$ cat src/rtl/ibm_pkg.sv
// Shared types and constants for the byte-level I2C master.
// Phase codes, command codes, item and result structs, register reset values.
// No dependencies.
package ibm_pkg;

    // Command codes carried in the action field
    localparam logic [2:0] OP_NONE  = 3'd0;
    localparam logic [2:0] OP_START = 3'd1;
    localparam logic [2:0] OP_STOP  = 3'd2;
    localparam logic [2:0] OP_WRITE = 3'd3;
    localparam logic [2:0] OP_READ  = 3'd4;

    // Configuration register indexes
    localparam logic CFG_HALF_PERIOD = 1'b0;
    localparam logic CFG_ACK_WAIT    = 1'b1;

    localparam int unsigned HALF_PERIOD_W = 16;
    localparam int unsigned ACK_WAIT_W    = 8;
    localparam int unsigned CFG_DATA_W    = 16;

    localparam logic [HALF_PERIOD_W-1:0] HALF_PERIOD_RST = 16'd100;
    localparam logic [ACK_WAIT_W-1:0]    ACK_WAIT_RST    = 8'd250;

    localparam int unsigned TDATA_W = 16;

    typedef enum logic [3:0] {
        PH_IDLE      = 4'd0,
        PH_STA_A     = 4'd1,
        PH_STA_B     = 4'd2,
        PH_STA_C     = 4'd3,
        PH_STA_D     = 4'd4,
        PH_SP_A      = 4'd5,
        PH_SP_B      = 4'd6,
        PH_SP_C      = 4'd7,
        PH_BIT_LOW   = 4'd8,
        PH_BIT_HIGH  = 4'd9,
        PH_NINE_LOW  = 4'd10,
        PH_NINE_HIGH = 4'd11,
        PH_END       = 4'd12
    } phase_t;

    typedef struct packed {
        logic [2:0] action;
        logic [7:0] tx_byte;
        logic       send_nack;
        logic       sda_in;
    } item_t;

    typedef struct packed {
        logic       scl_out;
        logic       sda_out;
        logic       busy_res;
        logic       done_res;
        logic [7:0] rx_byte;
        logic       ack_missing;
    } result_t;

    typedef struct packed {
        phase_t                   phase;
        logic [2:0]               op;
        logic [3:0]               bit_index;
        logic [7:0]               shift;
        logic [HALF_PERIOD_W-1:0] tick;
        logic [ACK_WAIT_W-1:0]    ack_cnt;
        logic                     nack_req;
        logic                     scl;
        logic                     sda;
        logic [7:0]               rx_hold;
        logic                     ack_missing;
    } eng_state_t;

endpackage

$ cat src/rtl/ibm_engine.sv
// Bus sequencer of the I2C master: state registers plus one-tick update logic.
// Depends on ibm_pkg.
module ibm_engine (
    input  logic                                 aclk,
    input  logic                                 aresetn,
    input  logic                                 step_en,
    input  ibm_pkg::item_t                       item,
    input  logic [ibm_pkg::HALF_PERIOD_W-1:0]    half_period,
    input  logic [ibm_pkg::ACK_WAIT_W-1:0]       ack_wait,
    output ibm_pkg::result_t                     res
);

    ibm_pkg::eng_state_t st_reg;
    ibm_pkg::eng_state_t st_next;

    logic                                done;
    logic                                do_enter;
    ibm_pkg::phase_t                     enter_ph;
    logic [ibm_pkg::HALF_PERIOD_W-1:0]   tick_inc;
    logic [ibm_pkg::ACK_WAIT_W-1:0]      ack_inc;
    logic [3:0]                          bit_inc;

    always_ff @(posedge aclk) begin
        if (!aresetn) begin
            st_reg.phase       <= ibm_pkg::PH_IDLE;
            st_reg.op          <= ibm_pkg::OP_NONE;
            st_reg.bit_index   <= '0;
            st_reg.shift       <= '0;
            st_reg.tick        <= '0;
            st_reg.ack_cnt     <= '0;
            st_reg.nack_req    <= 1'b0;
            st_reg.scl         <= 1'b1;
            st_reg.sda         <= 1'b1;
            st_reg.rx_hold     <= '0;
            st_reg.ack_missing <= 1'b0;
        end else if (step_en) begin
            st_reg <= st_next;
        end
    end

    always_comb begin
        st_next  = st_reg;
        done     = 1'b0;
        do_enter = 1'b0;
        enter_ph = ibm_pkg::PH_IDLE;
        tick_inc = st_reg.tick + 16'd1;
        ack_inc  = st_reg.ack_cnt + 8'd1;
        bit_inc  = st_reg.bit_index + 4'd1;

        if (st_reg.phase == ibm_pkg::PH_IDLE) begin
            if (item.action inside {[ibm_pkg::OP_START:ibm_pkg::OP_READ]}) begin
                st_next.op        = item.action;
                st_next.bit_index = '0;
                do_enter          = 1'b1;
                case (item.action)
                    ibm_pkg::OP_START: enter_ph = ibm_pkg::PH_STA_A;
                    ibm_pkg::OP_STOP:  enter_ph = ibm_pkg::PH_SP_A;
                    ibm_pkg::OP_WRITE: begin
                        st_next.shift       = item.tx_byte;
                        st_next.ack_missing = 1'b0;
                        enter_ph            = ibm_pkg::PH_BIT_LOW;
                    end
                    default: begin
                        st_next.shift    = '0;
                        st_next.nack_req = item.send_nack;
                        enter_ph         = ibm_pkg::PH_BIT_LOW;
                    end
                endcase
            end
        end else if (st_reg.phase == ibm_pkg::PH_NINE_HIGH &&
                     st_reg.op == ibm_pkg::OP_WRITE) begin
            // ACK poll: ends early on a low SDA, else after the wait limit
            if (!item.sda_in) begin
                do_enter = 1'b1;
                enter_ph = ibm_pkg::PH_END;
            end else begin
                st_next.ack_cnt = ack_inc;
                if (ack_inc >= ack_wait) begin
                    st_next.ack_missing = 1'b1;
                    do_enter            = 1'b1;
                    enter_ph            = ibm_pkg::PH_SP_A;
                end
            end
        end else begin
            st_next.tick = tick_inc;
            if (tick_inc >= half_period) begin
                do_enter = 1'b1;
                case (st_reg.phase)
                    ibm_pkg::PH_STA_A:    enter_ph = ibm_pkg::PH_STA_B;
                    ibm_pkg::PH_STA_B:    enter_ph = ibm_pkg::PH_STA_C;
                    ibm_pkg::PH_STA_C:    enter_ph = ibm_pkg::PH_STA_D;
                    ibm_pkg::PH_SP_A:     enter_ph = ibm_pkg::PH_SP_B;
                    ibm_pkg::PH_SP_B:     enter_ph = ibm_pkg::PH_SP_C;
                    ibm_pkg::PH_BIT_LOW:  enter_ph = ibm_pkg::PH_BIT_HIGH;
                    ibm_pkg::PH_BIT_HIGH: begin
                        st_next.shift = {st_reg.shift[6:0],
                                         (st_reg.op == ibm_pkg::OP_READ) & item.sda_in};
                        st_next.bit_index = bit_inc;
                        enter_ph = (bit_inc >= 4'd8) ? ibm_pkg::PH_NINE_LOW
                                                     : ibm_pkg::PH_BIT_LOW;
                    end
                    ibm_pkg::PH_NINE_LOW:  enter_ph = ibm_pkg::PH_NINE_HIGH;
                    ibm_pkg::PH_NINE_HIGH: enter_ph = ibm_pkg::PH_END;
                    default: begin
                        // last step of a command: back to idle
                        do_enter = 1'b0;
                        if (st_reg.phase == ibm_pkg::PH_END &&
                            st_reg.op == ibm_pkg::OP_READ) begin
                            st_next.rx_hold = st_reg.shift;
                        end
                        st_next.phase = ibm_pkg::PH_IDLE;
                        st_next.tick  = '0;
                        done          = 1'b1;
                    end
                endcase
            end
        end

        // line levels are set on entry to a phase
        if (do_enter) begin
            st_next.phase = enter_ph;
            st_next.tick  = '0;
            case (enter_ph)
                ibm_pkg::PH_STA_A: st_next.sda = 1'b1;
                ibm_pkg::PH_STA_B: begin st_next.scl = 1'b1; st_next.sda = 1'b1; end
                ibm_pkg::PH_STA_C: begin st_next.scl = 1'b1; st_next.sda = 1'b0; end
                ibm_pkg::PH_STA_D: begin st_next.scl = 1'b0; st_next.sda = 1'b0; end
                ibm_pkg::PH_SP_A:  begin st_next.scl = 1'b0; st_next.sda = 1'b0; end
                ibm_pkg::PH_SP_B:  begin st_next.scl = 1'b1; st_next.sda = 1'b0; end
                ibm_pkg::PH_SP_C:  begin st_next.scl = 1'b1; st_next.sda = 1'b1; end
                ibm_pkg::PH_BIT_LOW: begin
                    st_next.scl = 1'b0;
                    st_next.sda = (st_next.op == ibm_pkg::OP_WRITE) ? st_next.shift[7]
                                                                     : 1'b1;
                end
                ibm_pkg::PH_BIT_HIGH: st_next.scl = 1'b1;
                ibm_pkg::PH_NINE_LOW: begin
                    st_next.scl = 1'b0;
                    st_next.sda = (st_next.op == ibm_pkg::OP_WRITE) ? 1'b1
                                                                     : st_next.nack_req;
                end
                ibm_pkg::PH_NINE_HIGH: begin
                    st_next.scl     = 1'b1;
                    st_next.ack_cnt = '0;
                end
                ibm_pkg::PH_END: begin st_next.scl = 1'b0; st_next.sda = 1'b1; end
                default: ;
            endcase
        end

        res.scl_out     = st_next.scl;
        res.sda_out     = st_next.sda;
        res.busy_res    = (st_next.phase != ibm_pkg::PH_IDLE);
        res.done_res    = done;
        res.rx_byte     = st_next.rx_hold;
        res.ack_missing = st_next.ack_missing;
    end

`ifndef SYNTH
    a_bit_index_range: assert property (@(posedge aclk) disable iff (!aresetn)
        st_reg.phase == ibm_pkg::PH_BIT_HIGH |-> st_reg.bit_index < 4'd8)
        else $error("bit index out of range in bit high phase");

    a_done_from_busy: assert property (@(posedge aclk) disable iff (!aresetn)
        step_en && done |-> st_reg.phase != ibm_pkg::PH_IDLE && !res.busy_res)
        else $error("done pulse without a running command");

    a_ack_poll_bound: assert property (@(posedge aclk) disable iff (!aresetn)
        st_reg.phase == ibm_pkg::PH_NINE_HIGH && st_reg.op == ibm_pkg::OP_WRITE
        |-> st_reg.ack_cnt < ack_wait || ack_wait == '0)
        else $error("ack poll ran past the wait limit");

    a_idle_holds_lines: assert property (@(posedge aclk) disable iff (!aresetn)
        step_en && st_reg.phase == ibm_pkg::PH_IDLE && !res.busy_res
        |-> res.scl_out == st_reg.scl && res.sda_out == st_reg.sda)
        else $error("lines moved while idle");
`endif

endmodule

$ cat src/rtl/i2c_bitbang_master.sv
// Top level of the byte-level I2C master: stream ports, config registers,
// input and result registers around the bus sequencer.
// Depends on ibm_pkg and ibm_engine.
//
// An accepted item passes through the input register, one tick of logic and the
// result register before its result shows on m_tdata.
// Throughput: 1 item per cycle; s_tready drops only when both registers hold
// items and m_tready is low.
// Reset (aresetn low, synchronous): bus idle with SCL and SDA released,
// received byte and missing-ACK flag cleared, half period 100, ACK wait 250.
module i2c_bitbang_master (
    input  logic                              aclk,
    input  logic                              aresetn,
    // input items: [2:0] action, [10:3] tx_byte, [11] send_nack, [12] sda_in
    input  logic                              s_tvalid,
    output logic                              s_tready,
    input  logic [ibm_pkg::TDATA_W-1:0]       s_tdata,
    // result items: [0] scl_out, [1] sda_out, [2] busy_res, [3] done_res,
    // [11:4] rx_byte, [12] ack_missing
    output logic                              m_tvalid,
    input  logic                              m_tready,
    output logic [ibm_pkg::TDATA_W-1:0]       m_tdata,
    // configuration writes: index 0 half period, index 1 ACK wait limit
    input  logic                              cfg_wr_en,
    input  logic                              cfg_index,
    input  logic [ibm_pkg::CFG_DATA_W-1:0]    cfg_data
);

    logic [ibm_pkg::HALF_PERIOD_W-1:0] half_period_reg;
    logic [ibm_pkg::ACK_WAIT_W-1:0]    ack_wait_reg;

    logic             in_valid_reg;
    ibm_pkg::item_t   in_item_reg;
    logic             out_valid_reg;
    ibm_pkg::result_t out_res_reg;

    ibm_pkg::result_t step_res;
    logic             advance;
    logic             step_en;

    // Pipeline moves whenever the result register is free or being drained
    assign advance  = !out_valid_reg || m_tready;
    assign s_tready = !in_valid_reg || advance;
    assign step_en  = in_valid_reg && advance;

    // config registers
    always_ff @(posedge aclk) begin
        if (!aresetn) begin
            half_period_reg <= ibm_pkg::HALF_PERIOD_RST;
            ack_wait_reg    <= ibm_pkg::ACK_WAIT_RST;
        end else if (cfg_wr_en) begin
            case (cfg_index)
                ibm_pkg::CFG_HALF_PERIOD:
                    half_period_reg <= cfg_data[ibm_pkg::HALF_PERIOD_W-1:0];
                ibm_pkg::CFG_ACK_WAIT:
                    ack_wait_reg <= cfg_data[ibm_pkg::ACK_WAIT_W-1:0];
                default: ;
            endcase
        end
    end

    // input register
    always_ff @(posedge aclk) begin
        if (!aresetn) begin
            in_valid_reg <= 1'b0;
        end else if (s_tready) begin
            in_valid_reg <= s_tvalid;
        end
    end

    always_ff @(posedge aclk) begin
        if (s_tready && s_tvalid) begin
            in_item_reg.action    <= s_tdata[2:0];
            in_item_reg.tx_byte   <= s_tdata[10:3];
            in_item_reg.send_nack <= s_tdata[11];
            in_item_reg.sda_in    <= s_tdata[12];
        end
    end

    ibm_engine u_engine (
        .aclk        (aclk),
        .aresetn     (aresetn),
        .step_en     (step_en),
        .item        (in_item_reg),
        .half_period (half_period_reg),
        .ack_wait    (ack_wait_reg),
        .res         (step_res)
    );

    // result register
    always_ff @(posedge aclk) begin
        if (!aresetn) begin
            out_valid_reg <= 1'b0;
        end else if (advance) begin
            out_valid_reg <= in_valid_reg;
        end
    end

    always_ff @(posedge aclk) begin
        if (step_en) begin
            out_res_reg <= step_res;
        end
    end

    assign m_tvalid = out_valid_reg;
    assign m_tdata  = {3'b000,
                       out_res_reg.ack_missing,
                       out_res_reg.rx_byte,
                       out_res_reg.done_res,
                       out_res_reg.busy_res,
                       out_res_reg.sda_out,
                       out_res_reg.scl_out};

endmodule

$ cat config.mk
export PLATFORM = sky130hd
export DESIGN_NAME = i2c_bitbang_master
export DESIGN_NICKNAME = d
export VERILOG_FILES = /design/src/rtl/ibm_pkg.sv /design/src/rtl/ibm_engine.sv /design/src/rtl/i2c_bitbang_master.sv
export SDC_FILE = /design/constraint.sdc
export NUM_CORES = 1
export LEC_CHECK = 0
export BUFFER_PORTS_ARGS = -buffer_cell sky130_fd_sc_hd__clkbuf_2
export CORE_MARGIN = 5
export CORE_UTILIZATION = 25
export CTS_CLUSTER_DIAMETER = 40
export DETAILED_ROUTE_END_ITERATION = 8
export SYNTH_ARGS = -nofsm -noshare
export SYNTH_HDL_FRONTEND = slang
export SYNTH_SLANG_ARGS = --single-unit
export TNS_END_PERCENT = 100
$ cat constraint.sdc
create_clock -name aclk -period 4.05 [get_ports aclk]
set_clock_uncertainty 0.1 [all_clocks]
set_input_delay 0.2025 -clock aclk [delete_from_list [all_inputs] [get_ports aclk]]
set_output_delay 0.2025 -clock aclk [all_outputs]
set_load 0.01 [all_outputs]
## Word-level counts from Yosys, hierarchy flattened

Index checks and enable logic that the tools add are counted.

| word-level totals | value |
|---|---|
| register bits after elaboration | 107 |
| bits of input ports | 38 |
| output and inout port bits | 18 |
| logic and storage cells | 150 |

| operators by class | value |
|---|---|
| $add $sub $neg | 3 |
| $lt $le $gt $ge | 5 |
| eq/ne operators | 33 |
| mux-type cells | 54 |
| bitwise operators | 3 |
| reduce and logical (&&, ||, !) cells | 26 |

Operator list:

| cell | number |
|---|---|
| $mux 8 | 8 |
| $mux 28 | 2 |
| $mux 24 | 2 |
| $eq 4x4->1 const B | 10 |
| $mux 4 | 10 |
| $pmux 4 s9 | 1 |
| $eq 4x3->1 const B | 6 |
| $mux 12 | 2 |
| $mux 1 | 19 |
| $add 16x1->16 const B | 1 |
| $eq 4x2->1 const B | 4 |
| $ge 16x16->1 | 1 |
| $mux 16 | 1 |
| $pmux 8 s2 | 1 |
| $mux 15 | 1 |
| $eq 3x2->1 const B | 4 |
| $reduce_or 9->1 | 1 |
| $add 8x1->8 const B | 1 |
| $eq 4x1->1 const B | 2 |
| $ge 8x8->1 | 1 |
| $pmux 4 s2 | 1 |
| $reduce_or 4->1 | 2 |
| $mux 3 | 2 |
| $ne 2x1->1 const B | 3 |
| other kinds (26) | 38 |

## Longest topological paths before layout

Gate-level depths: netlist of the first run.

| logic depth | value |
|---|---|
| word-level depth | 11 |
| gate-level depth with buffers | 18 |
| gate-level depth less buffers | 16 |

## Modules after synthesis

From an unflattened synthesis of the first run, not the netlist that was laid out.

| second synthesis, totals | value |
|---|---|
| cell total of the unflattened synthesis | 645 |
| area, all modules | 5,849.4 sq um |

By module, submodules not included:

| module | instances | cells an instance | area each (sq um) | seq. area each (sq um) |
|---|---|---|---|---|
| ibm_engine | 1 | 500 | 3,942.5 | 1,101.1 |
| i2c_bitbang_master | 1 | 145 | 1,906.8 | 1,301.2 |

## Worst setup path before layout of the first run

No wires, ideal clock.

| timing path | value |
|---|---|
| kind | reg2reg |
| start point | reg u_engine.st_reg[20] in the netlist's numbering |
| end point | reg u_engine.st_reg[8] in the netlist's numbering |
| setup time | 0.116 ns |
| arrival time | 3.750 ns |
| required time | 3.834 ns |
| path slack | 0.084 ns |
| cell stages (with the launch flop) | 15 |
| path buffers | 0 |
| clock period less this slack | 3.966 ns |
| cells stage by stage | dfxtp_1 -> and3_1 -> and3_1 -> nand3_1 -> or4_1 -> xnor2_1 -> ha_1 -> nand4_1 -> nor3_2 -> a41oi_2 -> nand2_2 -> nand2_1 -> nor3_2 -> mux2_2 -> o211a_1 |

RTL lines:

| element | line | text |
|---|---|---|
| start: declaration | ibm_engine.sv:13 | `ibm_pkg::eng_state_t st_reg;` |
| start signal: assignment | ibm_engine.sv:37 | `st_reg <= st_next;` |

==> results of run 1 <==
==> cell usage in the layout, fill, tap and decap left out, types with 10 or more instances in the layout <==
master,netlist,routed
nand2_1,82,82
dfxtp_1,81,81
nor2_1,65,64
a21oi_1,56,56
clkbuf_2,0,49
inv_1,28,28
ha_1,27,27
dlygate4sd3_1,0,27
edfxtp_1,26,26
o21ai_0,23,23
buf_4,3,21
xor2_1,17,17
nand3_1,16,15
nand2b_1,14,14
xnor2_1,15,14
a22oi_1,11,11
nor3_1,10,10
==> worst register-to-register path, stage by stage (launching register included) <==
cell      delay [ns]
dfxtp_1         0.35
and3_1          0.18
and3_1          0.18
nand3_1         0.10
buf_4           0.17
nor2_1          0.14
nand3_1         0.14
xnor2_2         0.22
ha_1            0.29
a211oi_2        0.21
o21bai_1        0.12
a41oi_2         0.16
buf_4           0.17
nand2_2         0.12
a211oi_4        0.40
mux2i_1         0.27
o32ai_2         0.12
nor3_1          0.24
==> logic make-up (layout without fill, tap and decap cells) <==
group	Yosys count	count (layout)
muxes	13	13
other	1	3
buffers and inverters	61	144
AOI/OAI and AO/OA	146	146
xor gates and xnor gates	32	32
and+or+nand+nor	230	230
adders and majority gates	27	27
DFF	107	107
==> power by group through the flow <==
stage | Sequential, mW | Clock (mW) | Combinational (mW)
6_report | 1.17 | 0.946 | 0.239
5_1_grt | 1.17 | 1.01 | 0.268
4_1_cts | 1.17 | 0.973 | 0.237
3_5_place_dp | 1.19 | 0 | 0.215
3_3_place_gp | 1.19 | 0 | 0.214
2_1_floorplan | 1.18 | 0 | 0.150
==> layer usage <==
metal | wire [µm] | global-route usage | part of all wire
met5 | 0 | 0 | 0
met4 | 135 | 0.02540 | 0.010
met3 | 623 | 0.02557 | 0.048
met2 | 5704 | 0.1634 | 0.44
met1 | 6526 | 0.1467 | 0.50
==> worst paths after layout <==
check | end | slack (ns) | depth (start not counted) | from
worst max-delay path | m_tdata[1] | 0.18 | 17 | u_engine.st_reg[21]
worst min-delay path | half_period_reg[5] | 0.01 | 3 | cfg_data[5]
worst max register to register | m_tdata[1] | 0.18 | 17 | u_engine.st_reg[21]
worst min register to register | half_period_reg[4] | 0.36 | 2 | half_period_reg[4]
==> through the flow <==
step | power (mW) | setup slack, ns | cell area, µm² | instances | utilization
3_3_place_gp | 1.405 | 0.01203 | 6063 | 936 | 0.2804
6_report | 2.352 | 0.1822 | 6726 | 982 | 0.3111
3_5_place_dp | 1.407 | -0.004410 | 6063 | 936 | 0.2804
5_1_grt | 2.451 | -0.06647 | 6726 | 982 | 0.3111
4_1_cts | 2.377 | 0.03102 | 6655 | 979 | 0.3078
2_1_floorplan | 1.332 | 0.08391 | 5451 | 619 | -
==> layout make-up <==
class	instances	area (µm²)
inverters	29	108.9
clock buffers	9	225.2
fillers	2287	14890
well taps	280	350.3
clock inverters	7	93.84
multi-input cells	451	2850
repair buffers	99	695.7
flip-flops and latches	107	2402
==> timing repair <==
action | CTS | global route
resized for setup | 1 | 8
hold buffers | 27 | 0
cloned | 0 | 0
pin swaps | 0 | 6
buffers inserted | 0 | 3
setup endpoints to repair | 4 | 50
endpoints found under the hold margin | 29 | 0
==> flow_metrics.tcl, run 1 <==
set metrics [dict create \
    status "complete, no violations" \
    worst-path-buf-inv 2 \
    die_width_um 157.6 \
    cts_root_buffer "clkbuf_16" \
    synthCells 617 \
    holdWs_ns 0.01495 \
    finalCritPeriodShare 0.9550 \
    synth_compound_area_frac 0.1777 \
    synth_seq_cells 107 \
    routedWlPerCell_um 13.23 \
    rsz0062_at_grt "yes" \
    crit_family "simple AND/OR/NAND/NOR gates" \
    cp.required_ns 4.14 \
    slew_headroom 0.1588 \
    cts_tree "built" \
    grt_pass1_vias 4321 \
    largest_register_ffs 55 \
    ios 56 \
    overflow 0 \
    chipHeight_um 157.6 \
    drt_iter0_drc 288 \
    yosysTopAreaCellShare 0.2979 \
    htree_levels 3 \
    path_max_fanout 6 \
    synth_top_cell_by_area "dfxtp_1" \
    diodes 0 \
    clock_path_buffers 2 \
    insertion_delay_ns 0.36 \
    route.vias.total 4532 \
    drive_gt1_frac 0.1595 \
    portBuffers 49 \
    synth_top_family_by_area "simple AND/OR/NAND/NOR gates" \
    synth-simple-area-share 0.1963 \
    gp_congestion 0.8426 \
    critical_path.cell_chain "and3_1 -> and3_1 -> nand3_1 -> buf_4 -> nor2_1 -> nand3_1 -> xnor2_2 -> ha_1 -> a211oi_2 -> o21bai_1 -> a41oi_2 -> buf_4 -> nand2_2 -> a211oi_4 -> mux2i_1 -> o32ai_2 -> nor3_1" \
    drt_wl_total_mm 12.99 \
    ir_worst_vdd_v 0.0002259 \
    tns_ns 0 \
    synth_mux_area_frac 0.02597 \
    cp-start-kind "flop" \
    start_util 0.2518 \
    internal-power_mw 1.740 \
    slowest_delay_ns 0.40 \
    synth_flop_cell "dfxtp_1" \
    worstSetupPathType "reg -> reg" \
    postRouteAntennaNets 0 \
    synth_async_sr_flop_share 0 \
    slew_violations 0 \
    synth_top_cells_by_count "nand2_1 (82), dfxtp_1 (81), nor2_1 (65)" \
    finalSetupViolCount 0 \
    fin_crit_ns 3.868 \
    hold_viol 0 \
    clk_pin_slew_ns 0.08 \
    seqPwrFrac 0.496 \
    synth_edf_count 26 \
    cap_violations 0 \
    firstDrtPassIters 4 \
    seq_area_frac_synth 0.4413 \
    slowest_stage "a211oi_4" \
    grt_first_pass_wirelength_mm 21.11 \
    critPathArrivalTime_ns 3.95 \
    synth_xor_area_frac 0.05148 \
    rows 54 \
    tightest_slew_ns 1.259 \
    synthAdderAreaFrac 0.06205 \
    clockPowerShare 0.402 \
    yosys-top-cells-area "dfxtp_1 (30%), edfxtp_1 (14%), ha_1 (6.2%)" \
    fin_nets 762 \
    synth_most_common_cell "nand2_1" \
    core_area_um2 21620 \
    yosysWarnings 0 \
    synth_area_um2 5444 \
    crit_path_end_kind "flop" \
    grt_max_degree 56 \
    p_sw_frac 0.2604 \
    p_sw_mw 0.6124 \
    leakagePower_nw 2.753 \
    grt_use_total 0.1049 \
    clock.fmax_mhz 258.5 \
    die_area_um2 24830 \
    cts_buffers 9 \
    dpl.hpwl_mm 9.128 \
    hold_class "in -> reg" \
    syn-mean-instance-area_um2 8.823 \
    post-route-drc-count 0 \
    synthToLayoutAreaGrowth_pct 23.56 \
    antenna_found_initial 0 \
    pwr-share-comb 0.102 \
    vias_per_cell 4.615 \
    power.density_nw_per_um2 349.6 \
    synth_cell_type_count 61 \
    cts.sinks 107 \
]
(Power assumes the default switching activity.)
==> inputs of run 2 (changes only) <==
CELL_PAD_IN_SITES_DETAIL_PLACEMENT = 1   (was not set)
CELL_PAD_IN_SITES_GLOBAL_PLACEMENT = 2   (was not set)
PLACE_DENSITY_LB_ADDON = 0.1   (was not set)
==> flow_metrics.tcl, run 2 (same netlist as run 1, synthesis figures left out) <==
set metrics [dict create \
    grt_max_degree 56 \
    gp_congestion 0.7576 \
    largest_register_ffs 55 \
    slew_violations 0 \
    dpl.hpwl_mm 11.48 \
    grt_use_total 0.1321 \
    chipHeight_um 157.6 \
    status "complete, no violations" \
    post-route-util 0.3203 \
    slowest_stage "dfxtp_2" \
    grt_util_met2 0.2459 \
    finalSetupViolCount 0 \
    worstSetupPathType "reg -> reg" \
    hold_viol 0 \
    cts.sinks 107 \
    routedWlPerCell_um 16.13 \
    start_util 0.2518 \
    overflow 0 \
    firstDrtPassIters 4 \
    clock_path_buffers 2 \
    final_cell_mix "nand2_1 (81), dfxtp_1 (78), nor2_1 (63)" \
    diodes 0 \
    critical_path.cell_chain "buf_4 -> ha_2 -> and3_4 -> and3_4 -> nand2_1 -> nor2_1 -> nand2_1 -> xnor2_2 -> ha_1 -> a211oi_1 -> o21bai_1 -> a41oi_2 -> a211oi_2 -> buf_6 -> buf_4 -> a211o_1 -> o32ai_2 -> nor3_2" \
    leakagePower_nw 2.828 \
    route.vias.total 4653 \
    fin_crit_ns 3.863 \
    p_total_mw 2.357 \
    slew_headroom 0.2633 \
    fin_nets 774 \
    die_width_um 157.6 \
    cts_tree "built" \
    path_max_fanout 6 \
    ir_worst_vdd_v 0.0001709 \
    cp.required_ns 4.06 \
    hp-start "cfg_data[0]" \
    vias_per_cell 4.681 \
    grt_util_met1 0.1574 \
    tightest_slew_ns 1.105 \
    synthToLayoutAreaGrowth_pct 27.19 \
    grt-busiest-layer "met2" \
    final_common_cell "nand2_1" \
    drive_gt1_frac 0.2073 \
    grt_pass1_vias 4947 \
    core_area_um2 21620 \
    drt_iter0_drc 151 \
    grt_first_pass_wirelength_mm 25.83 \
    die_area_um2 24830 \
    cts_buffers 9 \
    dp_slack_ns -0.1824 \
    hold_class "in -> reg" \
    cp-start-kind "flop" \
    r2r-start "u_engine.st_reg[20]" \
    crit_path_end_kind "flop" \
    grt.met3_usage 0.02255 \
    postRouteAntennaNets 0 \
    drt_wl_total_mm 16.03 \
    clk_pin_slew_ns 0.08 \
    worstSetupStartpoint "u_engine.st_reg[20]" \
    post-route-drc-count 0 \
    critPathArrivalTime_ns 3.87 \
    fin_ws_ns 0.1868 \
    portBuffers 49 \
    rows 54 \
    slowest_delay_ns 0.33 \
    htree_levels 3 \
    power.density_nw_per_um2 340.4 \
    clock.fmax_mhz 258.9 \
    finalCritPeriodShare 0.9539 \
    cts_root_buffer "clkbuf_16" \
    antenna_found_initial 0 \
    insertion_delay_ns 0.36 \
    ios 56 \
    cap_violations 0 \
]
-- run 2: cell count changes in the layout (fill, tap and decap cells not counted), moves of 2 or more --
cell / change
nor3_2: +2
buf_4: +12
nor3_1: -2
and3_1: -4
and3_4: +4
ha_1: -2
a211oi_2: +2
dfxtp_2: +3
dfxtp_1: -3
xnor2_1: -2
-- run 2: metrics by stage --
| step | hold WS, ns | area, µm² | TNS, ns | cells |
|---|---|---|---|---|
| after floorplan | 0.2014 | 5451 | 0 | 619 |
| after global placement | 0.2790 | 6116 | -1.383 | 943 |
| after detailed placement | 0.2820 | 6116 | -4.512 | 943 |
| after CTS | 0.008651 | 6738 | 0 | 986 |
| after global routing | 0.02439 | 6924 | -0.02232 | 994 |
| final | 0.01129 | 6924 | 0 | 994 |
-- run 2: critical path: cells and delay by family, from the launching register on --
| kind | cells | cell delay (ns) |
|---|---|---|
| buffers and inverters | 3 | 0.42 |
| adder cells (fa/ha/maj) | 2 | 0.38 |
| XOR/XNOR | 1 | 0.17 |
| AND/OR/NAND/NOR | 6 | 0.71 |
| flip-flops | 1 | 0.33 |
| AO/OA/AOI/OAI | 6 | 1.51 |
-- run 2: what timing repair did --
action                     CTS  global route
setup endpoints to repair   47            48
pin swaps                    3            18
resized for setup            9            25
setup buffers                1             8
hold endpoints to repair    28             0
hold buffers                26             0
cloned                       0             0
-- run 2: final timing paths --
path              slack, ns  cells after the start                   to
hold / removal         0.01                      3   half_period_reg[0]
setup / recovery       0.19                     18           m_tdata[1]
hold reg to reg        0.36                      2  half_period_reg[13]
setup reg to reg       0.19                     18           m_tdata[1]
-- run 2: cell type report --
class                      instances  area (µm²)
multi-input combinational        451        2965
clock buffer                       9       225.2
tap                              280       350.3
sequential                       107        2406
timing repair buffer             111       787.0
inverter                          29       108.9
clock inverter                     7       81.33
fill                            2531       14700
-- run 2: where the power goes --
part	internal (mW)	switching, mW	leakage, nW
logic	0.114	0.150	1.77
registers	1.14	0.0278	0.911
clock network	0.444	0.482	0.150
-- run 2: per-layer routing --
metal / vias to the layer above / wire length [µm] / part of all wire
met4: 0 / 167 / 0.010
met5: - / 0 / 0
met3: 9 / 374 / 0.023
met2: 46 / 8311 / 0.52
met1: 2266 / 7179 / 0.45
li1: 2332 / - / -
